File: config.mk
export PLATFORM = sky130hd
export DESIGN_NAME = max_3x3_window_sum_finder_flat
export DESIGN_NICKNAME = d
export VERILOG_FILES = /design/src/mswf_pkg.sv /design/src/mswf_cell_if.sv /design/src/mswf_result_if.sv /design/src/mswf_ram.sv /design/src/mswf_fifo.sv /design/src/mswf_front.sv /design/src/mswf_back.sv /design/src/max_3x3_window_sum_finder.sv /design/src/flat_wrapper.sv
export SDC_FILE = /design/constraint.sdc
export NUM_CORES = 1
export LEC_CHECK = 0
export BUFFER_PORTS_ARGS = -buffer_cell sky130_fd_sc_hd__buf_2
export CORE_AREA = 5 5 288 290
export CTS_CLUSTER_SIZE = 25
export DETAILED_ROUTE_END_ITERATION = 10
export DIE_AREA = 0 0 293 295
export MAX_ROUTING_LAYER = met4
export PLACE_DENSITY_LB_ADDON = 0.3
export SLEW_MARGIN = 20
export SYNTH_ARGS = -nofsm -noshare
export SYNTH_HDL_FRONTEND = slang
export SYNTH_HIERARCHICAL = 1
export SYNTH_SLANG_ARGS = --single-unit
File: constraint.sdc
create_clock -name clk_i -period 7.5 [get_ports clk_i]
set_input_delay 2.25 -clock clk_i [delete_from_list [all_inputs] [get_ports clk_i]]
set_output_delay 2.25 -clock clk_i [all_outputs]
set_load 0.02 [all_outputs]
File: src/mswf_pkg.sv
// ----------------------------------------------------------------------------
// mswf_pkg
// shared types and constants of the best 3x3 window sum finder
// ----------------------------------------------------------------------------
package mswf_pkg;

  localparam int unsigned CELL_W      = 8;   // cell value width
  localparam int unsigned SUM_W       = 12;  // 3x3 block sum width
  localparam int unsigned POS_W       = 4;   // reported row / column width
  localparam int unsigned GRID_W      = 5;   // grid size register width
  localparam int unsigned MIN_SIDE    = 3;
  localparam int unsigned QUEUE_DEPTH = 4;
  localparam int unsigned QCNT_W      = $clog2(QUEUE_DEPTH + 1);
  localparam int unsigned SUM_MAX     = 9 * ((2 ** CELL_W) - 1);

  localparam logic [GRID_W-1:0] GRID_SIZE_RESET = GRID_W'(16);

  typedef logic [CELL_W-1:0] cell_t;
  typedef logic [SUM_W-1:0]  sum_t;
  typedef logic [POS_W-1:0]  pos_t;
  typedef logic [GRID_W-1:0] grid_t;
  typedef logic [QCNT_W-1:0] qcnt_t;

  // one raster position as handed from front to back
  typedef struct packed {
    cell_t above2;    // cell two rows up
    cell_t above1;    // cell one row up
    cell_t cur_cell;  // current cell
    logic  is_block;  // window covers a full 3x3 block
    logic  last;      // last cell of the grid
    pos_t  row;       // top row of the block
    pos_t  col;       // left column of the block
  } col_entry_t;

endpackage

File: src/mswf_cell_if.sv
// ----------------------------------------------------------------------------
// mswf_cell_if
// input channel: one grid cell per beat
// ----------------------------------------------------------------------------
interface mswf_cell_if;
  import mswf_pkg::*;

  logic  valid;
  logic  ready;
  cell_t cell_value;

  modport source (output valid, output cell_value, input ready);
  modport sink (input valid, input cell_value, output ready);
endinterface

File: src/mswf_result_if.sv
// ----------------------------------------------------------------------------
// mswf_result_if
// output channel: one best block per grid
// ----------------------------------------------------------------------------
interface mswf_result_if;
  import mswf_pkg::*;

  logic  valid;
  logic  ready;
  sum_t  best_sum;
  pos_t  best_row;
  pos_t  best_col;
  cell_t cell_r0c0;
  cell_t cell_r0c1;
  cell_t cell_r0c2;
  cell_t cell_r1c0;
  cell_t cell_r1c1;
  cell_t cell_r1c2;
  cell_t cell_r2c0;
  cell_t cell_r2c1;
  cell_t cell_r2c2;

  modport source (
    output valid, output best_sum, output best_row, output best_col,
    output cell_r0c0, output cell_r0c1, output cell_r0c2,
    output cell_r1c0, output cell_r1c1, output cell_r1c2,
    output cell_r2c0, output cell_r2c1, output cell_r2c2,
    input  ready
  );
  modport sink (
    input  valid, input best_sum, input best_row, input best_col,
    input  cell_r0c0, input cell_r0c1, input cell_r0c2,
    input  cell_r1c0, input cell_r1c1, input cell_r1c2,
    input  cell_r2c0, input cell_r2c1, input cell_r2c2,
    output ready
  );
endinterface

File: src/mswf_ram.sv
// ----------------------------------------------------------------------------
// mswf_ram
// generic single write port, single read port ram with registered read
// ----------------------------------------------------------------------------
module mswf_ram #(
  parameter int unsigned WIDTH = 16,
  parameter int unsigned DEPTH = 16
) (
  input  logic                     clk_i,
  input  logic                     we_i,
  input  logic [$clog2(DEPTH)-1:0] waddr_i,
  input  logic [WIDTH-1:0]         wdata_i,
  input  logic [$clog2(DEPTH)-1:0] raddr_i,
  output logic [WIDTH-1:0]         rdata_o
);

  logic [WIDTH-1:0] mem_q [DEPTH];

  always_ff @(posedge clk_i) begin
    if (we_i) begin
      mem_q[waddr_i] <= wdata_i;
    end
    rdata_o <= mem_q[raddr_i];
  end

endmodule

File: src/mswf_fifo.sv
// ----------------------------------------------------------------------------
// mswf_fifo
// short queue of raster positions between front and back
// ----------------------------------------------------------------------------
module mswf_fifo (
  input  logic                clk_i,
  input  logic                rst_ni,
  input  logic                push_i,
  input  mswf_pkg::col_entry_t push_data_i,
  input  logic                pop_i,
  output mswf_pkg::col_entry_t pop_data_o,
  output logic                empty_o,
  output mswf_pkg::qcnt_t     count_o
);
  import mswf_pkg::*;

  localparam int unsigned PW = $clog2(QUEUE_DEPTH);

  col_entry_t       slot_q [QUEUE_DEPTH];
  logic [PW-1:0]    wr_ptr_q, wr_ptr_d;
  logic [PW-1:0]    rd_ptr_q, rd_ptr_d;
  qcnt_t            count_q, count_d;

  always_comb begin
    wr_ptr_d = wr_ptr_q;
    rd_ptr_d = rd_ptr_q;
    count_d  = count_q;
    if (push_i) begin
      wr_ptr_d = (wr_ptr_q == PW'(QUEUE_DEPTH - 1)) ? '0 : wr_ptr_q + PW'(1);
    end
    if (pop_i) begin
      rd_ptr_d = (rd_ptr_q == PW'(QUEUE_DEPTH - 1)) ? '0 : rd_ptr_q + PW'(1);
    end
    if (push_i && !pop_i) begin
      count_d = count_q + QCNT_W'(1);
    end else if (!push_i && pop_i) begin
      count_d = count_q - QCNT_W'(1);
    end
  end

  always_ff @(posedge clk_i or negedge rst_ni) begin
    if (!rst_ni) begin
      wr_ptr_q <= '0;
      rd_ptr_q <= '0;
      count_q  <= '0;
    end else begin
      wr_ptr_q <= wr_ptr_d;
      rd_ptr_q <= rd_ptr_d;
      count_q  <= count_d;
    end
  end

  always_ff @(posedge clk_i) begin
    if (push_i) begin
      slot_q[wr_ptr_q] <= push_data_i;
    end
  end

  assign pop_data_o = slot_q[rd_ptr_q];
  assign empty_o    = (count_q == '0);
  assign count_o    = count_q;

endmodule

File: src/mswf_front.sv
// ----------------------------------------------------------------------------
// mswf_front
// takes cells, tracks the raster position, runs the two line stores
// ----------------------------------------------------------------------------
module mswf_front #(
  parameter int unsigned MAX_SIDE = 16
) (
  input  logic                 clk_i,
  input  logic                 rst_ni,
  input  logic                 cfg_we_i,
  input  mswf_pkg::grid_t      cfg_data_i,
  mswf_cell_if.sink            cell_i,
  input  mswf_pkg::qcnt_t      queue_count_i,
  output logic                 push_o,
  output mswf_pkg::col_entry_t push_data_o
);
  import mswf_pkg::*;

  localparam int unsigned AW = $clog2(MAX_SIDE);
  localparam int unsigned SW = (AW + 1 > GRID_W) ? AW + 1 : GRID_W;

  grid_t          grid_size_q;
  logic [AW-1:0]  col_q, col_d;
  logic [AW-1:0]  row_q, row_d;
  logic [SW-1:0]  gs_ext, side;
  logic           col_end, row_end, beat;

  logic           s1_valid_q;
  logic [AW-1:0]  s1_addr_q;
  cell_t          s1_cell_q;
  logic           s1_block_q, s1_last_q;
  pos_t           s1_row_q, s1_col_q;

  logic [2*CELL_W-1:0] line_rdata;
  logic [2*CELL_W-1:0] line_wdata;

  // side clamped to MIN_SIDE .. MAX_SIDE
  always_comb begin
    gs_ext = SW'(grid_size_q);
    if (gs_ext < SW'(MIN_SIDE)) begin
      side = SW'(MIN_SIDE);
    end else if (gs_ext > SW'(MAX_SIDE)) begin
      side = SW'(MAX_SIDE);
    end else begin
      side = gs_ext;
    end
  end

  assign col_end = (SW'(col_q) + SW'(1)) >= side;
  assign row_end = (SW'(row_q) + SW'(1)) >= side;

  assign cell_i.ready = (queue_count_i + QCNT_W'(s1_valid_q)) < QCNT_W'(QUEUE_DEPTH);
  assign beat         = cell_i.valid && cell_i.ready;

  always_comb begin
    col_d = col_q;
    row_d = row_q;
    if (beat) begin
      if (col_end) begin
        col_d = '0;
        row_d = row_end ? '0 : row_q + AW'(1);
      end else begin
        col_d = col_q + AW'(1);
      end
    end
  end

  always_ff @(posedge clk_i or negedge rst_ni) begin
    if (!rst_ni) begin
      grid_size_q <= GRID_SIZE_RESET;
      col_q       <= '0;
      row_q       <= '0;
      s1_valid_q  <= 1'b0;
    end else begin
      if (cfg_we_i) begin
        grid_size_q <= cfg_data_i;
      end
      col_q      <= col_d;
      row_q      <= row_d;
      s1_valid_q <= beat;
    end
  end

  always_ff @(posedge clk_i) begin
    if (beat) begin
      s1_addr_q  <= col_q;
      s1_cell_q  <= cell_i.cell_value;
      s1_block_q <= (row_q >= AW'(2)) && (col_q >= AW'(2));
      s1_last_q  <= col_end && row_end;
      s1_row_q   <= POS_W'(row_q - AW'(2));
      s1_col_q   <= POS_W'(col_q - AW'(2));
    end
  end

  // upper line in the high half, middle line in the low half
  assign line_wdata = {line_rdata[CELL_W-1:0], s1_cell_q};

  mswf_ram #(
    .WIDTH (2 * CELL_W),
    .DEPTH (MAX_SIDE)
  ) u_line_ram (
    .clk_i   (clk_i),
    .we_i    (s1_valid_q),
    .waddr_i (s1_addr_q),
    .wdata_i (line_wdata),
    .raddr_i (col_q),
    .rdata_o (line_rdata)
  );

  assign push_o               = s1_valid_q;
  assign push_data_o.above2   = line_rdata[2*CELL_W-1:CELL_W];
  assign push_data_o.above1   = line_rdata[CELL_W-1:0];
  assign push_data_o.cur_cell = s1_cell_q;
  assign push_data_o.is_block = s1_block_q;
  assign push_data_o.last     = s1_last_q;
  assign push_data_o.row      = s1_row_q;
  assign push_data_o.col      = s1_col_q;

endmodule

File: src/mswf_back.sv
// ----------------------------------------------------------------------------
// mswf_back
// 3x3 window, block sum, best block tracking and result register
// ----------------------------------------------------------------------------
module mswf_back (
  input  logic                 clk_i,
  input  logic                 rst_ni,
  input  logic                 empty_i,
  input  mswf_pkg::col_entry_t entry_i,
  output logic                 pop_o,
  mswf_result_if.source        result_o
);
  import mswf_pkg::*;

  cell_t win_q [9];
  cell_t win_d [9];
  sum_t  row_sum [3];
  sum_t  win_sum;

  logic  sb_valid_q;
  sum_t  sb_sum_q;
  cell_t sb_win_q [9];
  logic  sb_block_q, sb_last_q;
  pos_t  sb_row_q, sb_col_q;

  logic  have_best_q;
  sum_t  top_sum_q;
  pos_t  top_row_q, top_col_q;
  cell_t top_blk_q [9];

  logic  out_valid_q;
  sum_t  out_sum_q;
  pos_t  out_row_q, out_col_q;
  cell_t out_blk_q [9];

  logic  go, fire, better;

  // shift the window left by one column, new column enters on the right
  always_comb begin
    for (int k = 0; k < 3; k++) begin
      win_d[k*3]     = win_q[k*3+1];
      win_d[k*3 + 1] = win_q[k*3+2];
    end
    win_d[2] = entry_i.above2;
    win_d[5] = entry_i.above1;
    win_d[8] = entry_i.cur_cell;
    for (int k = 0; k < 3; k++) begin
      row_sum[k] = SUM_W'(win_d[k*3]) + SUM_W'(win_d[k*3+1]) + SUM_W'(win_d[k*3+2]);
    end
    win_sum = row_sum[0] + row_sum[1] + row_sum[2];
  end

  // a last beat needs a free result slot
  assign go     = !sb_valid_q || !sb_last_q || !out_valid_q || result_o.ready;
  assign pop_o  = !empty_i && go;
  assign fire   = sb_valid_q && go;
  assign better = sb_block_q && (!have_best_q || (sb_sum_q > top_sum_q));

  always_ff @(posedge clk_i or negedge rst_ni) begin
    if (!rst_ni) begin
      sb_valid_q  <= 1'b0;
      have_best_q <= 1'b0;
      out_valid_q <= 1'b0;
    end else begin
      if (pop_o) begin
        sb_valid_q <= 1'b1;
      end else if (go) begin
        sb_valid_q <= 1'b0;
      end
      if (fire && sb_last_q) begin
        have_best_q <= 1'b0;
      end else if (fire && better) begin
        have_best_q <= 1'b1;
      end
      if (fire && sb_last_q) begin
        out_valid_q <= 1'b1;
      end else if (result_o.ready) begin
        out_valid_q <= 1'b0;
      end
    end
  end

  always_ff @(posedge clk_i) begin
    if (pop_o) begin
      win_q      <= win_d;
      sb_win_q   <= win_d;
      sb_sum_q   <= win_sum;
      sb_block_q <= entry_i.is_block;
      sb_last_q  <= entry_i.last;
      sb_row_q   <= entry_i.row;
      sb_col_q   <= entry_i.col;
    end
    if (fire && better) begin
      top_sum_q <= sb_sum_q;
      top_row_q <= sb_row_q;
      top_col_q <= sb_col_q;
      top_blk_q <= sb_win_q;
    end
    if (fire && sb_last_q) begin
      if (better) begin
        out_sum_q <= sb_sum_q;
        out_row_q <= sb_row_q;
        out_col_q <= sb_col_q;
        out_blk_q <= sb_win_q;
      end else begin
        out_sum_q <= top_sum_q;
        out_row_q <= top_row_q;
        out_col_q <= top_col_q;
        out_blk_q <= top_blk_q;
      end
    end
  end

  assign result_o.valid     = out_valid_q;
  assign result_o.best_sum  = out_sum_q;
  assign result_o.best_row  = out_row_q;
  assign result_o.best_col  = out_col_q;
  assign result_o.cell_r0c0 = out_blk_q[0];
  assign result_o.cell_r0c1 = out_blk_q[1];
  assign result_o.cell_r0c2 = out_blk_q[2];
  assign result_o.cell_r1c0 = out_blk_q[3];
  assign result_o.cell_r1c1 = out_blk_q[4];
  assign result_o.cell_r1c2 = out_blk_q[5];
  assign result_o.cell_r2c0 = out_blk_q[6];
  assign result_o.cell_r2c1 = out_blk_q[7];
  assign result_o.cell_r2c2 = out_blk_q[8];

endmodule

File: src/max_3x3_window_sum_finder.sv
// ----------------------------------------------------------------------------
// max_3x3_window_sum_finder
// finds the 3x3 block with the largest sum in a raster stream of grid cells
// ----------------------------------------------------------------------------
//
//  channel    dir  handshake      payload
//  ---------  ---  -------------  ----------------------------------------
//  cell_i     in   valid / ready  cell_value, row-major, one cell a beat
//  result_o   out  valid / ready  best_sum, best_row, best_col, nine cells
//  cfg        in   cfg_we_i       cfg_data_i = grid side (3 .. MAX_SIDE)
//
//  one cell beat a cycle sustained while result_o is not stalled; the line
//  store ram (one read, one write port) is touched once per cell and the
//  window adds one column per beat; after the beat with the grid's last
//  cell the result passes the front stage, the queue and the back stage
//  into the result register; reset clears position, queue and result
//  state; no clearing pass runs, cells read from the line stores before
//  they are written never reach a reported block; a stalled result holds
//  the back end; the queue then fills and cell_i drops ready
//
module max_3x3_window_sum_finder #(
  parameter int unsigned MAX_SIDE = 16
) (
  input  logic              clk_i,
  input  logic              rst_ni,
  input  logic              cfg_we_i,
  input  mswf_pkg::grid_t   cfg_data_i,
  mswf_cell_if.sink         cell_i,
  mswf_result_if.source     result_o
);
  import mswf_pkg::*;

  // front to queue
  logic       fifo_push;
  col_entry_t fifo_wdata;
  // queue to back
  logic       fifo_pop;
  logic       fifo_empty;
  col_entry_t fifo_rdata;
  qcnt_t      fifo_count;

  logic       cell_beat;

  assign cell_beat = cell_i.valid && cell_i.ready;

  // front: position counters, grid size register, line stores
  mswf_front #(
    .MAX_SIDE (MAX_SIDE)
  ) u_front (
    .clk_i         (clk_i),
    .rst_ni        (rst_ni),
    .cfg_we_i      (cfg_we_i),
    .cfg_data_i    (cfg_data_i),
    .cell_i        (cell_i),
    .queue_count_i (fifo_count),
    .push_o        (fifo_push),
    .push_data_o   (fifo_wdata)
  );

  // decoupling queue, front reserves a slot before it takes a beat
  mswf_fifo u_fifo (
    .clk_i       (clk_i),
    .rst_ni      (rst_ni),
    .push_i      (fifo_push),
    .push_data_i (fifo_wdata),
    .pop_i       (fifo_pop),
    .pop_data_o  (fifo_rdata),
    .empty_o     (fifo_empty),
    .count_o     (fifo_count)
  );

  // back: window, block sum, best tracking, result register
  mswf_back u_back (
    .clk_i    (clk_i),
    .rst_ni   (rst_ni),
    .empty_i  (fifo_empty),
    .entry_i  (fifo_rdata),
    .pop_o    (fifo_pop),
    .result_o (result_o)
  );

`ifndef SYNTHESIS
  // every accepted cell reaches the queue in the next cycle
  assert property (@(posedge clk_i) disable iff (!rst_ni)
    cell_beat |=> fifo_push)
    else $error("accepted cell did not reach the queue");

  // the slot reservation keeps the queue from overflowing
  assert property (@(posedge clk_i) disable iff (!rst_ni)
    fifo_push |-> (fifo_count < QCNT_W'(QUEUE_DEPTH)) || fifo_pop)
    else $error("queue push while full");

  // back never pops an empty queue
  assert property (@(posedge clk_i) disable iff (!rst_ni)
    fifo_pop |-> (fifo_count != '0))
    else $error("queue pop while empty");

  // a reported block sum never exceeds nine full-scale cells
  assert property (@(posedge clk_i) disable iff (!rst_ni)
    result_o.valid |-> (result_o.best_sum <= SUM_W'(SUM_MAX)))
    else $error("best sum out of range");
`endif

endmodule
File: src/flat_wrapper.sv
// flat-port wrapper written by rule: the top's interface ports become plain ports
module max_3x3_window_sum_finder_flat import mswf_pkg::*;
#(
  parameter int unsigned MAX_SIDE = 16
)
  (clk_i, rst_ni, cfg_we_i, cfg_data_i, cell_i_valid, cell_i_cell_value, cell_i_ready, result_o_valid, result_o_best_sum, result_o_best_row, result_o_best_col, result_o_cell_r0c0, result_o_cell_r0c1, result_o_cell_r0c2, result_o_cell_r1c0, result_o_cell_r1c1, result_o_cell_r1c2, result_o_cell_r2c0, result_o_cell_r2c1, result_o_cell_r2c2, result_o_ready);
  mswf_cell_if cell_i_i ();
  mswf_result_if result_o_i ();
  input  logic clk_i;
  input  logic rst_ni;
  input  logic cfg_we_i;
  input  mswf_pkg::grid_t cfg_data_i;
  input wire logic [$bits(cell_i_i.valid)-1:0] cell_i_valid;
  input wire logic [$bits(cell_i_i.cell_value)-1:0] cell_i_cell_value;
  output wire logic [$bits(cell_i_i.ready)-1:0] cell_i_ready;
  output wire logic [$bits(result_o_i.valid)-1:0] result_o_valid;
  output wire logic [$bits(result_o_i.best_sum)-1:0] result_o_best_sum;
  output wire logic [$bits(result_o_i.best_row)-1:0] result_o_best_row;
  output wire logic [$bits(result_o_i.best_col)-1:0] result_o_best_col;
  output wire logic [$bits(result_o_i.cell_r0c0)-1:0] result_o_cell_r0c0;
  output wire logic [$bits(result_o_i.cell_r0c1)-1:0] result_o_cell_r0c1;
  output wire logic [$bits(result_o_i.cell_r0c2)-1:0] result_o_cell_r0c2;
  output wire logic [$bits(result_o_i.cell_r1c0)-1:0] result_o_cell_r1c0;
  output wire logic [$bits(result_o_i.cell_r1c1)-1:0] result_o_cell_r1c1;
  output wire logic [$bits(result_o_i.cell_r1c2)-1:0] result_o_cell_r1c2;
  output wire logic [$bits(result_o_i.cell_r2c0)-1:0] result_o_cell_r2c0;
  output wire logic [$bits(result_o_i.cell_r2c1)-1:0] result_o_cell_r2c1;
  output wire logic [$bits(result_o_i.cell_r2c2)-1:0] result_o_cell_r2c2;
  input wire logic [$bits(result_o_i.ready)-1:0] result_o_ready;
  assign cell_i_i.valid = cell_i_valid;
  assign cell_i_i.cell_value = cell_i_cell_value;
  assign cell_i_ready = cell_i_i.ready;
  assign result_o_valid = result_o_i.valid;
  assign result_o_best_sum = result_o_i.best_sum;
  assign result_o_best_row = result_o_i.best_row;
  assign result_o_best_col = result_o_i.best_col;
  assign result_o_cell_r0c0 = result_o_i.cell_r0c0;
  assign result_o_cell_r0c1 = result_o_i.cell_r0c1;
  assign result_o_cell_r0c2 = result_o_i.cell_r0c2;
  assign result_o_cell_r1c0 = result_o_i.cell_r1c0;
  assign result_o_cell_r1c1 = result_o_i.cell_r1c1;
  assign result_o_cell_r1c2 = result_o_i.cell_r1c2;
  assign result_o_cell_r2c0 = result_o_i.cell_r2c0;
  assign result_o_cell_r2c1 = result_o_i.cell_r2c1;
  assign result_o_cell_r2c2 = result_o_i.cell_r2c2;
  assign result_o_i.ready = result_o_ready;
  max_3x3_window_sum_finder #(.MAX_SIDE(MAX_SIDE)) u_core (.clk_i(clk_i), .rst_ni(rst_ni), .cfg_we_i(cfg_we_i), .cfg_data_i(cfg_data_i), .cell_i(cell_i_i), .result_o(result_o_i));
endmodule
==> results.py, run 1 <==
metrics = {
    "setup_path": {
        "end_kind": "flop",
        "path_class": "reg -> reg",
        "critPathSlowestCell": "fa_1",
        "worstSetupEndpoint": "u_core/u_back/sb_sum_q[10]",
        "reg2regPathDepth": 20,
        "cp_top_family": "adder cells",
        "ff2ff_setup_slack_ns": 1.00,
        "r2r_end": "u_core/u_back/sb_sum_q[10]",
        "crit_cells": 20,
        "crit_required_ns": 7.85,
        "crit_path_start_kind": "flop",
        "cp_slowest_stage_delay_ns": 0.52,
        "worstPathArrival_ns": 6.85,
        "path_cells": "buf_4 -> mux4_2 -> fa_1 -> ha_1 -> a21o_1 -> a21oi_1 -> o21bai_1 -> a211o_1 -> nand2_1 -> fa_1 -> fa_1 -> fa_1 -> fa_1 -> inv_1 -> ha_1 -> nor4_1 -> o211ai_1 -> a31o_2 -> a21oi_1 -> xnor2_1",
        "crit_path_start": "u_core/u_fifo/rd_ptr_q[1]",
        "r2r_start": "u_core/u_fifo/rd_ptr_q[1]",
        "cpMostUsedCell": "fa_1",
        "cp_max_fo": 31,
        "path_buf_inv": 2,
    },
    "floorplan": {
        "die_x_um": 293,
        "die_h_um": 295,
        "ios": 112,
        "dieArea_mm2": 0.0864,
        "num_rows": 104,
        "core_mm2": 0.0800,
        "initial_core_util_pct": 39.6,
    },
    "timing": {
        "setup_viol": 0,
        "post-route-period-util_pct": 86.7,
        "slew_violations": 0,
        "timing.setup.tns_ns": 0,
        "grt_setup_unrepaired": "false",
        "fmax_mhz": 154,
        "min_period_ns": 6.50,
        "worst_pin_slew_ns": 1.10,
        "max_slew_margin_pct": 26.4,
        "skew_ns": 0.0221,
        "hold_viol": 0,
    },
    "flow_run": {
        "cap_violations": 0,
    },
    "yosys": {
        "ys_ff_latch": 731,
        "ys_seq_area_share_pct": 68.4,
        "yosysUniqueCellTypes": 64,
        "yosysWarnings": 6,
        "synth_nets": 1996,
        "synth_area_per_cell_um2": 16.9,
        "syn-cell-area_mm2": 0.0317,
        "async_flop_share_pct": 3.28,
        "synth-edff-count": 691,
        "ys.flop_type": "edfxtp_1",
        "syn-instance-count": 1873,
    },
    "routing": {
        "drt-vias-per-instance": 5.45,
        "first_iter_violations": 1306,
        "drc": 0,
        "drt_first_pass_iters": 5,
        "vias": 16900,
        "drtAntennaViolNets": 0,
        "avgRoutedWirePerCell_um": 21.4,
        "routed_wl_mm": 66.3,
    },
    "outcome": {
        "outcome": "finished, final reports clean",
    },
    "global_routing": {
        "grt_pass1_wl_mm": 104,
        "globalRouteTotalUtil_pct": 15.7,
        "grt_overflow": 0,
        "grt_max_degree": 93,
        "grt_pass1_vias": 17400,
        "antenna_found_initial": 1,
    },
    "clock_tree": {
        "worst_skew_pair.late_latency_ns": 0.60,
        "cts.path.max_buffers": 3,
        "cts_sinks": 731,
        "cts-hold-fix-buffers": 0,
        "clk_pin_slew_ns": 0.06,
        "cts_tree": "built",
        "clock-root-buffer": "clkbuf_16",
        "cts_resized": 0,
        "htree_levels": 3,
        "cts_setup_buffers": 0,
        "cts_buffers": 78,
    },
    "place": {
        "gp_congestion": 0.821,
        "io_buffers": 111,
        "hpwl_mm": 38.9,
    },
    "final_layout": {
        "drive_gt1_share_pct": 23.1,
        "area_growth_pct": 13.1,
        "finalNetCount": 2098,
        "n_fill_cell": 6913,
    },
    "worst_hold_path": {
        "hp-class": "reg -> reg",
    },
}
## cell usage after synthesis (9+ instances only)
| library cell | count | area, um2 |
|---|---|---|
| a21oi_1 | 21 | 105 |
| nand2_1 | 128 | 480 |
| dfxtp_1 | 16 | 320 |
| nand4_1 | 94 | 588 |
| o211ai_2 | 80 | 1000 |
| edfxtp_1 | 691 | 20700 |
| a22oi_1 | 124 | 931 |
| nor2b_1 | 9 | 56.3 |
| ha_1 | 56 | 701 |
| o211ai_1 | 16 | 120 |
| mux4_2 | 82 | 1850 |
| and2_1 | 89 | 557 |
| buf_6 | 15 | 169 |
| o21ai_0 | 9 | 45.0 |
| nor2_1 | 44 | 165 |
| mux4_1 | 16 | 420 |
| fa_1 | 49 | 981 |
| xor2_1 | 11 | 96.3 |
| buf_2 | 24 | 120 |
| dfrtp_1 | 23 | 576 |
| xnor2_1 | 9 | 78.8 |
| clkbuf_1 | 53 | 199 |
| inv_1 | 103 | 387 |
## registers in the layout, indices dropped and copies added (netlist names), 5 cells and up
signal and count:
u_core/u_front/u_line_ram/mem_q 256, u_core/u_fifo/slot_q 136, u_core/u_back/sb_win_q 72, u_core/u_back/top_blk_q 72
u_core/u_front/u_line_ram/rdata_o 16, u_core/u_back/result_o.best_sum 12, u_core/u_back/sb_sum_q 12, u_core/u_back/top_sum_q 12
u_core/u_back/result_o.cell_r0c0 8, u_core/u_back/result_o.cell_r0c1 8, u_core/u_back/result_o.cell_r0c2 8, u_core/u_back/result_o.cell_r1c0 8
u_core/u_back/result_o.cell_r1c1 8, u_core/u_back/result_o.cell_r1c2 8, u_core/u_back/result_o.cell_r2c0 8, u_core/u_back/result_o.cell_r2c1 8
u_core/u_back/result_o.cell_r2c2 8, u_core/u_front/s1_cell_q 8, u_core/u_front/grid_size_q 5
## cells by family after synthesis
kind of cell	synth area share, %
AOI/OAI and AO/OA	8.10
adders and majority gates	5.31
and+or+nand+nor	6.63
xor gates and xnor gates	0.553
DFF	68.4
buffers and inverters	3.52
muxes	7.44
## how the worst min path moves through the flow
stage / from / endpoint / slack [ns] / cells past startpoint
finish: u_core/u_front/u_line_ram/rdata_o[11] / u_core/u_fifo/slot_q[3][29] / 0.47 / 0
floorplan: u_core/u_front/u_line_ram/rdata_o[8] / u_core/u_fifo/slot_q[0][26] / 0.44 / 0
detailed placement: u_core/u_front/u_line_ram/rdata_o[11] / u_core/u_fifo/slot_q[1][29] / 0.46 / 0
global placement: u_core/u_front/u_line_ram/rdata_o[10] / u_core/u_fifo/slot_q[2][28] / 0.45 / 0
global route: u_core/u_back/sb_win_q[20] / u_core/u_back/top_blk_q[20] / 0.49 / 0
CTS: u_core/u_front/u_line_ram/rdata_o[11] / u_core/u_fifo/slot_q[3][29] / 0.48 / 0
## placed cells by master, fill, tap and decap left out, types with 6 or more instances in the layout
cell type,instances
clkbuf_1,19
and2_1,88
mux4_2,82
nor2_1,31
o21ai_0,8
clkinv_2,9
nor2b_1,6
nand2_1,128
buf_2,111
nand2b_1,6
dfrtp_1,19
bufinv_16,6
mux2_2,8
ha_1,56
clkbuf_16,80
edfxtp_1,691
clkinv_1,8
xnor2_1,9
a21oi_1,21
o21ai_1,7
nand3_1,7
o211ai_1,16
inv_1,103
a22oi_1,124
clkbuf_8,12
dfxtp_1,16
a21o_1,6
o211ai_2,80
nor2_4,12
fa_1,49
mux4_1,16
buf_4,21
nand4_1,94
xor2_1,11
## worst reg2reg max path, delay by kind of cell (launching register included)
kind,cells,cell delay (ns)
multiplexers,1,0.43
adder cells (fa/ha/maj),7,3.08
flip-flops,1,0.49
XOR/XNOR,1,0.09
AO/OA/AOI/OAI,7,1.39
AND/OR/NAND/NOR,2,0.27
buffers and inverters,2,0.48
## area by class of cell
| cell class | count | area (um2) | share of cell area [%] |
|---|---|---|---|
| multi-input cells | 926 | 9080 | 25.4 |
| flip-flops and latches | 731 | 21700 | 60.6 |
| repair buffers | 134 | 739 | 2.07 |
| diodes | 1 | 2.50 | 0.00699 |
| inverters | 104 | 390 | 1.09 |
| clock buffers | 111 | 2240 | 6.25 |
| clock inverters | 32 | 339 | 0.947 |
| well taps | 1060 | 1330 | 3.70 |
## layer usage
layer	share of wire, %	track usage [%]	up-vias
li1	-	-	7551
met2	51	26.0	422
met3	4.5	2.20	101
met1	42	20.5	8825
met5	0	-	-
met4	2.1	4.49	0
## through the flow
stage                     cells  utilization [%]  setup slack (ns)  cell area, um2  hold slack, ns
after floorplan            1873                -             0.810           31700           0.438
after global placement     2954             41.4              1.03           33100           0.451
after detailed placement   2954             41.4             0.973           33200           0.462
after CTS                  3097             44.7             0.968           35700           0.475
after global routing       3098             44.7             0.577           35800           0.495
final                      3099             44.7              1.00           35800           0.474
Power of run 1 is not shown: default switching activity piles up to over one toggle a cycle in this logic, so the estimate is an artifact.
==> run 2: changes to the inputs <==
Settings changed: ABC_AREA set to 1, CORE_AREA 5 5 288 290 to 5 5 285 287, DIE_AREA 0 0 293 295 to 0 0 290 292.
==> run 2 against run 1 <==
Setup slack better by 0.014 ns. Sequential share of layout area increased by 1.5 points. Largest cell class unchanged. Global-route usage shrank 0.16 points. Worst hold slack got worse by 0.027 ns. First-iteration DRC count up 6.0%. Final cell count up 22%. Non-clock buffer count is 11 higher. Critical path depth up 3.
==> results.py, run 2 <==
metrics = {
    "yosys": {
        "synth_area_leaders": "edfxtp_1, nand2_1, inv_1, nand3_1, fa_1",
        "ys_seq_area_share_pct": 69.7,
        "synth_top_cells_by_count": "nand2_1, edfxtp_1, inv_1",
        "synth_area_per_cell_um2": 12.1,
        "ys.flop_type": "edfxtp_1",
        "syn-instance-count": 2560,
        "synth_top_area_cell": "edfxtp_1",
        "synth_nets": 2683,
        "synth.most_common_cell": "nand2_1",
        "synth-edff-count": 691,
        "ys_ff_latch": 731,
        "yosysUniqueCellTypes": 40,
        "yosysWarnings": 6,
        "async_flop_share_pct": 3.28,
        "syn-cell-area_mm2": 0.0311,
        "synth_top_area_share_pct": 66.7,
    },
    "clock_tree": {
        "cts_sinks": 731,
        "cts_setup_buffers": 0,
        "cts_tree": "built",
        "cts_buffers": 74,
        "worst_skew_pair.late_latency_ns": 0.62,
        "cts.path.max_buffers": 3,
        "cts-hold-fix-buffers": 0,
        "htree_levels": 3,
        "clock-root-buffer": "clkbuf_16",
        "clk_pin_slew_ns": 0.06,
        "cts_resized": 0,
    },
    "routing": {
        "drt_first_pass_iters": 5,
        "drc": 0,
        "vias": 18100,
        "drt-vias-per-instance": 4.77,
        "first_iter_violations": 1385,
        "drtAntennaViolNets": 0,
        "routed_wl_mm": 64.1,
        "avgRoutedWirePerCell_um": 16.9,
    },
    "final_layout": {
        "multi_input_area_mm2": 0.00722,
        "final_common_cell": "nand2_1",
        "top_regs": "u_core/u_front/u_line_ram/mem_q: 256 flops, u_core/u_fifo/slot_q: 136 flops",
        "largest_reg_flops": 256,
        "n_fill_cell": 7111,
        "largest_register": "u_core/u_front/u_line_ram/mem_q",
        "final_cell_mix": "nand2_1, edfxtp_1, inv_1, nand3_1, buf_2",
        "drive_gt1_share_pct": 11.1,
        "finalNetCount": 2800,
        "area_growth_pct": 12.3,
        "layout.area.seq_mm2": 0.0217,
    },
    "global_routing": {
        "globalRouteTotalUtil_pct": 15.5,
        "antenna_found_initial": 2,
        "grt_use_met2_pct": 25.6,
        "grt_max_degree": 86,
        "grt_pass1_vias": 17700,
        "grt_overflow": 0,
        "grt_pass1_wl_mm": 102,
        "busiest_layer": "met2",
        "use_met1_pct": 19.9,
        "gr-usage-met3_pct": 2.71,
    },
    "worst_hold_path": {
        "hold_end": "u_core/u_back/top_col_q[3]",
        "hp-class": "reg -> reg",
        "worstHoldPathCells": 0,
        "hp-start": "u_core/u_back/sb_col_q[3]",
    },
    "floorplan": {
        "dieArea_mm2": 0.0847,
        "core_mm2": 0.0784,
        "ios": 112,
        "die_h_um": 292,
        "initial_core_util_pct": 39.7,
        "die_x_um": 290,
        "num_rows": 103,
    },
    "timing": {
        "timing.setup.tns_ns": 0,
        "slew_violations": 0,
        "fmax_mhz": 154,
        "post-route-period-util_pct": 86.5,
        "max_slew_margin_pct": 36.2,
        "grt_setup_unrepaired": "false",
        "worst_pin_slew_ns": 0.957,
        "setup_viol": 0,
        "hold_viol": 0,
        "min_period_ns": 6.49,
        "skew_ns": 0.0181,
    },
    "setup_path": {
        "cp_slowest_stage_delay_ns": 0.52,
        "cpMostUsedCell": "fa_1",
        "critPathSlowestCell": "dfrtp_1",
        "r2r_start": "u_core/u_fifo/rd_ptr_q[1]",
        "crit_path_start_kind": "flop",
        "crit_required_ns": 7.86,
        "path_class": "reg -> reg",
        "reg2regPathDepth": 23,
        "path_cells": "inv_2 -> buf_4 -> o211ai_1 -> nand2_1 -> inv_1 -> fa_1 -> inv_1 -> ha_1 -> fa_1 -> nand3_1 -> o211ai_1 -> a21oi_1 -> o21ai_0 -> xnor2_1 -> fa_1 -> fa_1 -> fa_1 -> fa_1 -> inv_1 -> ha_1 -> a21oi_1 -> o2111ai_1 -> xor2_1",
        "end_kind": "flop",
        "worstPathArrival_ns": 6.85,
        "cp_max_fo": 23,
        "ff2ff_setup_slack_ns": 1.01,
        "r2r_end": "u_core/u_back/sb_sum_q[10]",
    },
    "place": {
        "hpwl_mm": 38.8,
        "io_buffers": 111,
        "gp_congestion": 0.797,
    },
    "flow_run": {
        "cap_violations": 0,
    },
    "outcome": {
        "outcome": "finished, final reports clean",
    },
}
[run 2: area by class of cell]
class                      instances  area share (%)
tap                             1050            3.76
sequential                       731            62.1
clock inverter                    35           0.881
clock buffer                      98            5.77
inverter                         414            4.46
antenna                            4          0.0287
multi-input combinational       1311            20.7
timing repair buffer             145            2.36
[run 2: how the worst max path moves through the flow]
stage                         startpoint                                 end  depth (start not counted)
6_report       u_core/u_fifo/rd_ptr_q[1]          u_core/u_back/sb_sum_q[10]                         23
5_1_grt        u_core/u_fifo/rd_ptr_q[1]          u_core/u_back/sb_sum_q[10]                         23
2_1_floorplan             result_o_ready  u_core/u_back/result_o.best_col[0]                          2
3_5_place_dp   u_core/u_fifo/rd_ptr_q[1]          u_core/u_back/sb_sum_q[10]                         23
3_3_place_gp   u_core/u_fifo/rd_ptr_q[1]          u_core/u_back/sb_sum_q[10]                         23
4_1_cts        u_core/u_fifo/rd_ptr_q[1]          u_core/u_back/sb_sum_q[10]                         23
[run 2: routing by layer]
metal,vias to the layer above,part of all wire [%]
met5,-,0
met4,0,2.7
met3,122,4.6
met2,425,49
met1,8770,44
li1,8768,-
[run 2: stage by stage]
stage	hold WS, ns	std cells	instance area, um2	util [%]	setup WS, ns
floorplan	0.426	2560	31100	-	0.759
global placement	0.431	3650	32600	41.6	1.14
detailed placement	0.434	3651	32600	41.6	0.984
CTS	0.447	3784	34900	44.6	0.952
global route	0.457	3785	34900	44.6	0.665
finish	0.447	3788	34900	44.6	1.01
[run 2: worst max-delay path, delay by kind of cell (launching register included)]
kind            cells  cell delay (ns)
simple gates        2             0.22
flops               1             0.52
buf+inv             5             0.79
compound gates      6             1.12
xor+xnor            2             0.38
fa+ha+maj           8             3.19
[run 2: kinds of logic (layout without fill, tap and decap cells)]
family	after synthesis	in the layout	share of synthesized area, %
and+or+nand+nor	1062	1062	14.3
DFF	731	731	69.7
buffers and inverters	518	692	7.36
muxes	4	4	0.145
xor gates and xnor gates	18	18	0.507
AOI/OAI and AO/OA	122	122	2.61
adders and majority gates	105	105	5.41
other	0	4	0
Power of run 2 is left out for the same reason.
